File: src/rtl/plsb_pkg.sv
// Package for the palette lookup block: word types, operation codes and
// color helpers. No dependencies.
`default_nettype none

package plsb_pkg;

    localparam int OFF_MAX_W   = 13;
    localparam int QUEUE_DEPTH = 4;
    localparam int QPTR_W      = 2;

    localparam logic [1:0] FUNC_WRITE   = 2'd0;
    localparam logic [1:0] FUNC_CONVERT = 2'd1;
    localparam logic [1:0] FUNC_SHADE   = 2'd2;

    localparam logic [1:0] BANK_NORMAL    = 2'd0;
    localparam logic [1:0] BANK_SHADOW    = 2'd1;
    localparam logic [1:0] BANK_HIGHLIGHT = 2'd2;

    localparam logic [11:0] SHADE_MUL = 12'd202;

    typedef struct packed {
        logic [1:0]  func;
        logic [13:0] pal_byte_addr;
        logic [4:0]  red;
        logic [4:0]  green;
        logic [4:0]  blue;
        logic [31:0] selector_pair;
        logic [15:0] color_in;
        logic        last_pair;
    } item_word_t;

    typedef struct packed {
        logic [31:0] pixel_pair;
        logic        pair_last;
    } result_word_t;

    typedef struct packed {
        logic                 hit;
        logic [1:0]           bank;
        logic [OFF_MAX_W-1:0] off;
    } lane_t;

    typedef struct packed {
        logic [1:0]           kind;
        logic [OFF_MAX_W-1:0] wr_off;
        logic [15:0]          normal;
        logic [15:0]          shadow;
        lane_t                lane0;
        lane_t                lane1;
        logic                 last;
    } op_t;

    function automatic logic [15:0] swap16(input logic [15:0] c);
        return {c[7:0], c[15:8]};
    endfunction

    function automatic logic [15:0] to_order(input logic [15:0] c, input logic swap);
        return swap ? swap16(c) : c;
    endfunction

    function automatic logic [3:0] shade4(input logic [3:0] c);
        logic [11:0] prod;
        prod = {8'd0, c} * SHADE_MUL;
        return prod[11:8];
    endfunction

    function automatic logic [15:0] pack565(input logic [3:0] r4, input logic [3:0] g4,
                                            input logic [3:0] b4);
        return {r4, r4[3], g4, g4[3:2], b4, b4[3]};
    endfunction

endpackage

`default_nettype wire

File: src/rtl/plsb_queue.sv
// Short operation queue between front and back ends.
// Depends on plsb_pkg.
`default_nettype none

module plsb_queue (
    input  wire                clk,
    input  wire                rst_n,
    input  wire                push,
    input  wire plsb_pkg::op_t push_op,
    input  wire                pop,
    output logic               full,
    output logic               not_empty,
    output plsb_pkg::op_t      head
);

    localparam int DEPTH = plsb_pkg::QUEUE_DEPTH;
    localparam int PW    = plsb_pkg::QPTR_W;

    plsb_pkg::op_t  slot_reg [DEPTH];
    logic [PW-1:0]  wr_ptr_reg, wr_ptr_next;
    logic [PW-1:0]  rd_ptr_reg, rd_ptr_next;
    logic [PW:0]    count_reg, count_next;

    always_comb
    begin
        full        = count_reg == (PW + 1)'(DEPTH);
        not_empty   = count_reg != '0;
        head        = slot_reg[rd_ptr_reg];
        wr_ptr_next = push ? wr_ptr_reg + 1'b1 : wr_ptr_reg;
        rd_ptr_next = pop ? rd_ptr_reg + 1'b1 : rd_ptr_reg;
        count_next  = count_reg + (PW + 1)'(push) - (PW + 1)'(pop);
    end

    always_ff @(posedge clk or negedge rst_n)
    begin
        if (!rst_n)
        begin
            wr_ptr_reg <= '0;
            rd_ptr_reg <= '0;
            count_reg  <= '0;
        end
        else
        begin
            wr_ptr_reg <= wr_ptr_next;
            rd_ptr_reg <= rd_ptr_next;
            count_reg  <= count_next;
        end
    end

    always_ff @(posedge clk)
    begin
        if (push)
        begin
            slot_reg[wr_ptr_reg] <= push_op;
        end
    end

endmodule

`default_nettype wire

File: config.mk
export PLATFORM = sky130hd
export DESIGN_NAME = plsb_queue
export DESIGN_NICKNAME = d
export VERILOG_FILES = /design/src/rtl/plsb_pkg.sv /design/src/rtl/plsb_queue.sv
export SDC_FILE = /design/constraint.sdc
export NUM_CORES = 1
export LEC_CHECK = 0
export BUFFER_PORTS_ARGS = -buffer_cell sky130_fd_sc_hd__buf_2
export CELL_PAD_IN_SITES_DETAIL_PLACEMENT = 1
export CELL_PAD_IN_SITES_GLOBAL_PLACEMENT = 2
export CORE_ASPECT_RATIO = 0.9
export CORE_UTILIZATION = 45
export DETAILED_ROUTE_END_ITERATION = 16
export GPL_TIMING_DRIVEN = 0
export PLACE_DENSITY_LB_ADDON = 0.05
export SYNTH_ARGS = -nofsm -noshare
export SYNTH_HDL_FRONTEND = slang
export SYNTH_SLANG_ARGS = --single-unit
File: constraint.sdc
create_clock -name clk -period 3.49 [get_ports clk]
set_input_delay 0.698 -clock clk [delete_from_list [all_inputs] [get_ports clk]]
set_output_delay 0.698 -clock clk [all_outputs]
set_load 0.005 [all_outputs]
==> run summary <==
The slew of the pin with the lowest slew margin came out at 704 ps. The launching element type of the critical path is a flip-flop. The total overflow left after global routing is 0.

The post-layout worst setup margin is 827 ps. The reported max-cap violation count is 0. The peak supply drop is 426 uV, and the final instance area is 14500 sq um.

The share of the synthesized area in the top cell type works out to 0.800. The path class of the tightest hold or removal check is in2async. The worst slew margin relative to its limit is 0.531. Of all nets on the critical path, the largest fanout is 10.

The number of standard-cell rows in the floorplan is 56. For the count of buffers added by post-CTS timing repair for setup, the log shows 0. The run gives 376 MHz as the maximum clock frequency. The final routed DRC violation total is 0, and the routability congestion estimate is 0.712.

After detailed routing, the average wire length per cell comes to 21.7 um. The post-cts resize count is 0. After the flow finishes, the layout carries non-filler instances totaling 1035. For this design the static power due to leakage is 5.03 nW.

Placed instance area: 13400 sq um. Number of endpoints with negative hold slack in the final report: 0. The critical path is of the reg2out type. In this run the mean area of a mapped cell was 26.6 sq um. The detailed placer's ending HPWL is 13400 um, and the number of buffers inserted during clock tree synthesis is 36.

For this design, the CTS-stage hold fixing added 0 buffers. For this block, the initial DRC count from the detailed router was 325. The worst slack on hold paths came out at 30.9 ps. Setup repair after global routing left no endpoint under its margin. TritonCTS built the clock tree. Detailed routing placed a total of 1290 um of wire on met3. Width of the die: 174 um.

Setup total negative slack on the finished layout was measured at 0 ps. The fraction of the yosys area taken by sequential cells is 0.814. Effective utilization at floorplan: 0.460.

The final number of max-transition violations was 0; the global-route wire length before repair was 34500 um. The run gives 5375 as the number of vias in the routed layout. The part of the cycle the worst path needs was 0.763. Global routing usage summed across all routing layers: 0.170. Summed over all instances, the cell type with the most area after synthesis is sky130_fd_sc_hd__edfxtp_1. The final critical path time including I/O delays and setup was 2660 ps. In this design, the largest share of critical-path delay is due to buffers and inverters.

The initial antenna violation count came out at 4. The number of placed instances, taps included, is 969. The final layout contains routed wiring with a total length of 22500 um.

The critical path contains buffers and inverters numbering 3 combined. The run gives 1210 ps as the setup slack at placement. STA classifies the critical path endpoint as a primary output. For the met1 wire length, the log shows 9600 um. Synthesis produced 452 cells. The number of global-route vias before repair was 5990; the total number of clock tree sinks was 327. Dividing the detail-routed via count by the number of cells gives 5.19. The uppermost layer routed is met5. The flow ran to the end, and the final reports show no timing, DRC or antenna violations. The number of flip-flops and latches in the synthesized netlist works out to 327. The logs give 166 for the number of placed I/O pins and 750 for the net count reported at finish. For the maximum number of pins on one net before global-route repair, the log shows 46. For the final database, setup skew stands at 14.3 ps. The number of different library cells used by synthesis comes to 17. The register with the most flip-flops in the layout has 320 of them.

The tools report the H-tree depth as 2. The cell that appears most often on the critical path is sky130_fd_sc_hd__buf_2. Relative to the synthesized area, the layout overhead comes to 20.7%. The critical path's largest stage delay was 370 ps; the total die area was 27400 sq um.

The overall power consumption was 12.2 mW. The tools report the deepest clock path buffer count as 3. Setup slack of the most critical reg-to-reg path: 1500 ps. The die height came out at 157 um.

The critical path goes through buf_2 -> buf_2 -> mux4_2 -> buf_2. The share of cells above drive strength 1 came out at 0.470. STA puts the critical path data required time at 2790 ps. Count of input and output buffers: 165. For this run, the number of Yosys warnings is 0. Once detail routing completed, the nets flagged for antenna violations numbered 0. Leaving out fill and tap cells, the most frequent cells in the layout are 320 x sky130_fd_sc_hd__edfxtp_1, 174 x sky130_fd_sc_hd__buf_2, 79 x sky130_fd_sc_hd__mux4_2. The tree is rooted in a sky130_fd_sc_hd__clkbuf_16. Setup violations remaining at the end of the flow were counted as 0. Summing every instance area after synthesis gives 12000 sq um.

Counting every net in the synthesized netlist gives 543. In this run the power density over the cells is 843 nW/um^2. By area the synthesized netlist is led by sky130_fd_sc_hd__edfxtp_1 80%, sky130_fd_sc_hd__mux4_2 15%, sky130_fd_sc_hd__dfrtp_1 1.5%. The clock-pin slew reported for the worst setup and hold paths after clock tree synthesis came out at 50 ps. The highest-delay cell along the critical path was sky130_fd_sc_hd__mux4_2. At the worst endpoint, the arrival time is 1960 ps. 0 antenna diodes ended up in the layout. The library cell used most frequently in the layout, excluding fill and tap cells, is sky130_fd_sc_hd__edfxtp_1. The clock insertion delay at the later pin of the skew report came out at 500 ps.

The first detailed-routing pass took 6 iterations. The core region is 26100 sq um. The sum of met2 wire segment lengths after detailed routing is 11100 um, and the share of the core filled with cells in the final layout is 0.555.
Yosys cell counts, drive strengths merged:
library cell / n
and2: 4
and3: 1
buf: 18
dfrtp: 7
edfxtp: 320
fa: 1
ha: 6
inv: 6
mux4: 80
nand2: 2
o21ai: 1
or3: 1
xnor2: 3
xor2: 2
worst reg2reg max path, stage by stage, from the launching register on:
cell and delay, ps:
sky130_fd_sc_hd__dfrtp_1 420, sky130_fd_sc_hd__inv_1 130, sky130_fd_sc_hd__ha_1 160, sky130_fd_sc_hd__and2_4 600, sky130_fd_sc_hd__buf_16 330
routing by layer:
layer | track usage | up-vias
met5 | 0 | -
met4 | 0.0493 | 6
met3 | 0.0423 | 41
met2 | 0.281 | 151
met1 | 0.226 | 2804
li1 | - | 2373
where the power goes:
| group | switching [mW] | internal (mW) | total, mW |
|---|---|---|---|
| Sequential | 0.157 | 5.14 | 5.29 |
| Clock | 1.43 | 2.06 | 3.49 |
| Combinational | 1.70 | 1.75 | 3.44 |
| Total | 3.29 | 8.94 | 12.2 |
worst paths after layout:
| kind | start | end | cells after the start |
|---|---|---|---|
| hold / removal | rst_n | wr_ptr_reg[0] | 1 |
| setup / recovery | rd_ptr_reg[1] | head[52] | 4 |
| hold reg to reg | wr_ptr_reg[0] | wr_ptr_reg[0] | 1 |
| setup reg to reg | wr_ptr_reg[0] | slot_reg[2][4] | 4 |
| min in group clk | push_op[49] | slot_reg[3][49] | 1 |
| max in group asynchronous | rst_n | wr_ptr_reg[1] | 1 |
logic make-up after synthesis:
logic type	count (synthesis)	synth area share
adder cells (fa/ha/maj)	7	0.00791
flip-flops	327	0.814
AND/OR/NAND/NOR	8	0.00375
buffers and inverters	24	0.0199
AO/OA/AOI/OAI	1	0.000416
multiplexers	80	0.150
XOR/XNOR	5	0.00364
area by class of cell:
class / count / area [sq um]
Clock inverter: 22 / 133
Timing Repair Buffer: 169 / 936
Buffer: 18 / 216
Sequential cell: 327 / 9780
Fill cell: 2264 / 11600
Multi-Input combinational cell: 101 / 2000
Inverter: 6 / 22.5
Clock buffer: 44 / 972
Tap cell: 348 / 435
No activity file was read; power rests on OpenSTA's default activity.
