`src/rtl/plsb_pkg.sv`:
```
// Package for the palette lookup block: word types, operation codes and
// color helpers. No dependencies.
`default_nettype none

package plsb_pkg;

    localparam int OFF_MAX_W   = 13;
    localparam int QUEUE_DEPTH = 4;
    localparam int QPTR_W      = 2;

    localparam logic [1:0] FUNC_WRITE   = 2'd0;
    localparam logic [1:0] FUNC_CONVERT = 2'd1;
    localparam logic [1:0] FUNC_SHADE   = 2'd2;

    localparam logic [1:0] BANK_NORMAL    = 2'd0;
    localparam logic [1:0] BANK_SHADOW    = 2'd1;
    localparam logic [1:0] BANK_HIGHLIGHT = 2'd2;

    localparam logic [11:0] SHADE_MUL = 12'd202;

    typedef struct packed {
        logic [1:0]  func;
        logic [13:0] pal_byte_addr;
        logic [4:0]  red;
        logic [4:0]  green;
        logic [4:0]  blue;
        logic [31:0] selector_pair;
        logic [15:0] color_in;
        logic        last_pair;
    } item_word_t;

    typedef struct packed {
        logic [31:0] pixel_pair;
        logic        pair_last;
    } result_word_t;

    typedef struct packed {
        logic                 hit;
        logic [1:0]           bank;
        logic [OFF_MAX_W-1:0] off;
    } lane_t;

    typedef struct packed {
        logic [1:0]           kind;
        logic [OFF_MAX_W-1:0] wr_off;
        logic [15:0]          normal;
        logic [15:0]          shadow;
        lane_t                lane0;
        lane_t                lane1;
        logic                 last;
    } op_t;

    function automatic logic [15:0] swap16(input logic [15:0] c);
        return {c[7:0], c[15:8]};
    endfunction

    function automatic logic [15:0] to_order(input logic [15:0] c, input logic swap);
        return swap ? swap16(c) : c;
    endfunction

    function automatic logic [3:0] shade4(input logic [3:0] c);
        logic [11:0] prod;
        prod = {8'd0, c} * SHADE_MUL;
        return prod[11:8];
    endfunction

    function automatic logic [15:0] pack565(input logic [3:0] r4, input logic [3:0] g4,
                                            input logic [3:0] b4);
        return {r4, r4[3], g4, g4[3:2], b4, b4[3]};
    endfunction

endpackage

`default_nettype wire

```
`src/rtl/plsb_front.sv`:
```
// Front end: accepts item words, drops ignored ones, decodes selectors and
// builds colors. Depends on plsb_pkg.
`default_nettype none

module plsb_front #(
    parameter int PALETTE_ENTRIES = 4096
) (
    input  wire plsb_pkg::item_word_t item,
    input  wire                       item_valid,
    input  wire                       queue_full,
    input  wire                       swap,
    output logic                      push,
    output plsb_pkg::op_t             op
);

    localparam int TABLE_DEPTH = 3 * PALETTE_ENTRIES;
    localparam int IDX_W       = $clog2(TABLE_DEPTH);
    localparam int OFF_W       = $clog2(PALETTE_ENTRIES);
    localparam int OFF_MAX_W   = plsb_pkg::OFF_MAX_W;
    localparam logic [IDX_W-1:0] IDX_MASK = IDX_W'(TABLE_DEPTH - 1);
    localparam logic [IDX_W:0]   LIM1     = (IDX_W + 1)'(PALETTE_ENTRIES);
    localparam logic [IDX_W:0]   LIM2     = (IDX_W + 1)'(2 * PALETTE_ENTRIES);
    localparam logic [IDX_W:0]   LIM3     = (IDX_W + 1)'(TABLE_DEPTH);
    localparam logic [13:0]      WR_LIM   = 14'(PALETTE_ENTRIES);

    function automatic plsb_pkg::lane_t decode(input logic [15:0] sel);
        plsb_pkg::lane_t l;
        logic [IDX_W:0]  idx;
        logic [IDX_W:0]  rel;
        idx = {1'b0, sel[IDX_W-1:0] & IDX_MASK};
        l.hit = idx < LIM3;
        if (idx >= LIM2)
        begin
            l.bank = plsb_pkg::BANK_HIGHLIGHT;
            rel    = idx - LIM2;
        end
        else if (idx >= LIM1)
        begin
            l.bank = plsb_pkg::BANK_SHADOW;
            rel    = idx - LIM1;
        end
        else
        begin
            l.bank = plsb_pkg::BANK_NORMAL;
            rel    = idx;
        end
        l.off = OFF_MAX_W'(rel[OFF_W-1:0]);
        return l;
    endfunction

    logic [13:0] wr_idx;
    logic        wr_ok;
    logic [3:0]  r4, g4, b4;
    logic [15:0] c_in;
    logic [3:0]  cr4, cg4, cb4;
    logic [15:0] wr_shadow;
    logic [15:0] px_shadow;
    logic        keep;

    always_comb
    begin
        wr_idx    = {1'b0, item.pal_byte_addr[13:1]};
        wr_ok     = wr_idx < WR_LIM;
        r4        = item.red[4:1];
        g4        = item.green[4:1];
        b4        = item.blue[4:1];
        c_in      = plsb_pkg::to_order(item.color_in, swap);
        cr4       = c_in[15:12];
        cg4       = c_in[10:7];
        cb4       = c_in[4:1];
        wr_shadow = plsb_pkg::to_order(plsb_pkg::pack565(plsb_pkg::shade4(r4),
                        plsb_pkg::shade4(g4), plsb_pkg::shade4(b4)), swap);
        px_shadow = plsb_pkg::to_order(plsb_pkg::pack565(plsb_pkg::shade4(cr4),
                        plsb_pkg::shade4(cg4), plsb_pkg::shade4(cb4)), swap);

        case (item.func)
            plsb_pkg::FUNC_WRITE:   keep = wr_ok;
            plsb_pkg::FUNC_CONVERT: keep = 1'b1;
            plsb_pkg::FUNC_SHADE:   keep = 1'b1;
            default:                keep = 1'b0;
        endcase

        push      = item_valid && !queue_full && keep;
        op.kind   = item.func;
        op.wr_off = OFF_MAX_W'(wr_idx[OFF_W-1:0]);
        op.normal = plsb_pkg::to_order(plsb_pkg::pack565(r4, g4, b4), swap);
        op.shadow = (item.func == plsb_pkg::FUNC_SHADE) ? px_shadow : wr_shadow;
        op.lane0  = decode(item.selector_pair[15:0]);
        op.lane1  = decode(item.selector_pair[31:16]);
        op.last   = item.last_pair;
    end

endmodule

`default_nettype wire

```
`config.mk`:
```
export PLATFORM = sky130hd
export DESIGN_NAME = plsb_front
export DESIGN_NICKNAME = d
export VERILOG_FILES = /design/src/rtl/plsb_pkg.sv /design/src/rtl/plsb_front.sv
export SDC_FILE = /design/constraint.sdc
export NUM_CORES = 1
export LEC_CHECK = 0
export ABC_AREA = 1
export BUFFER_PORTS_ARGS = -buffer_cell sky130_fd_sc_hd__buf_2
export CORE_MARGIN = 2
export CORE_UTILIZATION = 53
export DETAILED_ROUTE_END_ITERATION = 16
export GPL_TIMING_DRIVEN = 0
export PLACE_DENSITY = 0.95
export RECOVER_POWER = 50
export SYNTH_ARGS = -nofsm -noshare
export SYNTH_HDL_FRONTEND = slang
export SYNTH_SLANG_ARGS = --single-unit
export TNS_END_PERCENT = 10
```
`constraint.sdc`:
```
create_clock -name vclk -period 7.7
set_input_delay 0.385 -clock vclk [all_inputs]
set_output_delay 0.385 -clock vclk [all_outputs]
set_load 0.02 [all_outputs]
```
==> summary.md <==
| Metric | Value |
|---|---|
| Pre-antenna DRT Iters | `5` |
| Vias | `4015` |
| RePlAce Congestion | `just over 0.9` |
| Remaining DRCs | `0` |
| FILL cells | `583` |
| Largest net degree at the start of global routing | `11` |
| Initial DRC count | `approximately 260` |
| Final total power | `0.339 mW` |
| Util after Layout | `~65%` |
| Slowest CP cell | `buf_1` |
| P per Cell Area | `86.8 mW/mm²` |
| Worst slack at placement | `3.99 ns` |
| Headroom to the max-slew limit | `63.7%` |
| Mux cell area share after synthesis | `0%` |
| Initial Util | `55.2%` |
| Setup Buffers After CTS | `0` |
| Final ANT Viol Nets | `0` |
| Synth Area in Adders | `28.4%` |
| Total Routing Usage GR | `about a quarter` |
| PnR worst setup slack | `3.91 ns` |
| Share of layout cells above drive strength 1 | `19.6%` |
| Via count of the first global-routing pass | `roughly 3700` |
| Die Y | `83.0 µm` |
| Simple-gate area share of the yosys netlist | `42.1%` |
| Wire per inst | `~12 µm` |
| Setup_tns | `0 ns` |
| Hold Crit Class | `input pin to primary output` |
| Mapped Cells | `583` |
| Worst Hold Endpoint | `op[73]` |
| Synthesized area | `about 0.0033 mm²` |
| Die area | `0.00689 mm²` |
| Grt ovf | `0` |
| Outcome | `finished clean` |
| Crit path cell chain | `buf_6 > buf_2 > buf_1 > o21ai_0 > ha_1 > inv_1 > ha_1 > ha_1 > nand2_1 > inv_1 > a21oi_1 > nand2_1 > nand2_1 > nand3_1 > nand2_1 > nand2_1 > nand2_1 > buf_2` |
| Most used cell, CP | `nand2_1` |
| Commonest non-fill, non-tap cell in the layout | `nand2_1` |
| Area share of xor/xnor cells in the synthesized design | `0.265%` |
| Area of the core | `0.00599 mm²` |
| Via-to-Cell Ratio | `5.21` |
| Post-CTS Hold Buffers | `0` |
| Hold path cells | `2` |
| Pleak | `2.52 nW` |
| Worst-margin pin slew | `0.539 ns` |
| Total routed wirelength | `9000 µm` |
| DP HPWL | `between 7000 and 8000 µm` |
| Syn. warnings | `0` |
| RSZ-0062 raised after global routing | `no` |
| Non-filler instance count after layout | `770` |
| Nature of the critical path endpoint | `primary output` |
| Fin. max-slew vios | `0` |
| WP data arrival | `3.41 ns` |
| First-pass GRT wire length | `15200 µm` |
| Worst min-delay path startpoint | `item[73]` |
| Nets | `855` |
| Largest family of logic cells by synthesized area | `simple AND/OR/NAND/NOR gates` |
| Clock buffer count | `0` |
| Critical Path Fanout Max | `10` |
| Placed Cells | `slightly below 800` |
| Antenna diode count | `0` |
| Std-Cell Rows | `28` |
| WP buf/inv | `6` |
| Mapped Avg Cell Area | `around 5.7 µm²` |
| Max-Cap Viols | `0` |
| Most frequent cells in the layout | `nand2_1 (191), buf_2 (77), ha_1 (75), inv_1 (73), nand3_1 (68)` |
| Period utilization | `49.2%` |
| Final Hold Fails | `0` |
| Setup crit start kind | `input pin` |
| Max VDD drop | `0.0412 mV` |
| Num sequential | `0` |
| Delay-heaviest family, CP | `buffers and inverters` |
| Sequential element share of the synthesized area | `0%` |
| I/O Buffers | `107` |
| Boundary Pins | `between 150 and 200` |
| Minimum clock period | `3.79 ns` |
| Post-synth cell types | `26` |
| Die width | `approximately 83 µm` |
| Cts repair resizes | `0` |
| Setup-failing EPs final | `0` |
| Synthesis-to-layout area growth | `18.2%` |
| Compound-Gate Fraction of Synth Area | `7.56%` |
| CP max stage delay | `0.43 ns` |
| Reg area | `0 µm²` |
| Fmax achieved | `0.264 GHz` |
| Required @ worst endpoint | `7.32 ns` |
| Crit path kind | `input pin to primary output` |
| Initial antenna violation count | `0` |
cells in the mapped netlist (all sizes together):
| master | n | area share [%] |
|---|---|---|
| nand2 | 198 | 23 |
| ha | 75 | 28 |
| conb | 2 | 0.23 |
| o211ai | 1 | 0.23 |
| buf | 56 | 12 |
| or2 | 1 | 0.19 |
| a21o | 1 | 0.23 |
| nand3 | 69 | 11 |
| o21ai | 23 | 3.5 |
| nor2 | 34 | 3.9 |
| inv | 74 | 8.5 |
| a21oi | 18 | 2.7 |
| clkbuf | 6 | 0.68 |
| xor2 | 1 | 0.26 |
| o21bai | 4 | 0.91 |
| nand3b | 11 | 2.5 |
| nor4b | 1 | 0.26 |
| nand4 | 8 | 1.5 |
per-layer routing:
layer | global-route usage (%) | share of wire [%] | wire length [µm] | up-vias
met5 | 0 | 0 | 0 | -
met4 | 7.90 | 3.1 | 282 | 0
met3 | 0.497 | 6.5 | 584 | 31
met2 | 49.0 | 50 | 4540 | 177
met1 | 28.1 | 40 | 3590 | 1746
li1 | - | - | - | 2061
power breakdown:
group | switching, mW | internal [mW] | total [mW]
clock network | 0 | 0 | 0
logic | 0.214 | 0.126 | 0.339
registers | 0 | 0 | 0
total | 0.214 | 0.126 | 0.339
worst max path at each step:
stage,slack [ns],start,depth (start not counted),end
finish,3.91,swap,18,op[33]
global route,3.70,swap,18,op[33]
CTS,3.98,swap,18,op[33]
floorplan,4.51,swap,16,op[38]
global placement,4.05,swap,18,op[33]
detailed placement,3.99,swap,18,op[33]
area by class of cell:
type | instances | area [µm²] | share of cell area [%]
Buffer | 62 | 429 | 11.0
Inverter | 74 | 280 | 7.17
Multi-Input combinational cell | 452 | 2620 | 66.9
Tap cell | 75 | 93.8 | 2.40
Timing Repair Buffer | 107 | 489 | 12.5
through the flow:
stage	cell area (µm²)	hold slack, ns
global placement	3960	0.979
global route	3910	1.01
floorplan	3330	0.855
CTS	3960	0.981
finish	3910	0.990
detailed placement	3960	0.981
cell families (layout without fill, tap and decap cells):
logic type               Yosys count  after routing
buffers and inverters            136            243
adder cells (fa/ha/maj)           75             75
AND/OR/NAND/NOR                  322            322
XOR/XNOR                           1              1
AO/OA/AOI/OAI                     47             47
other                              2              7
Note: power is estimated with default switching activity, not from simulation.
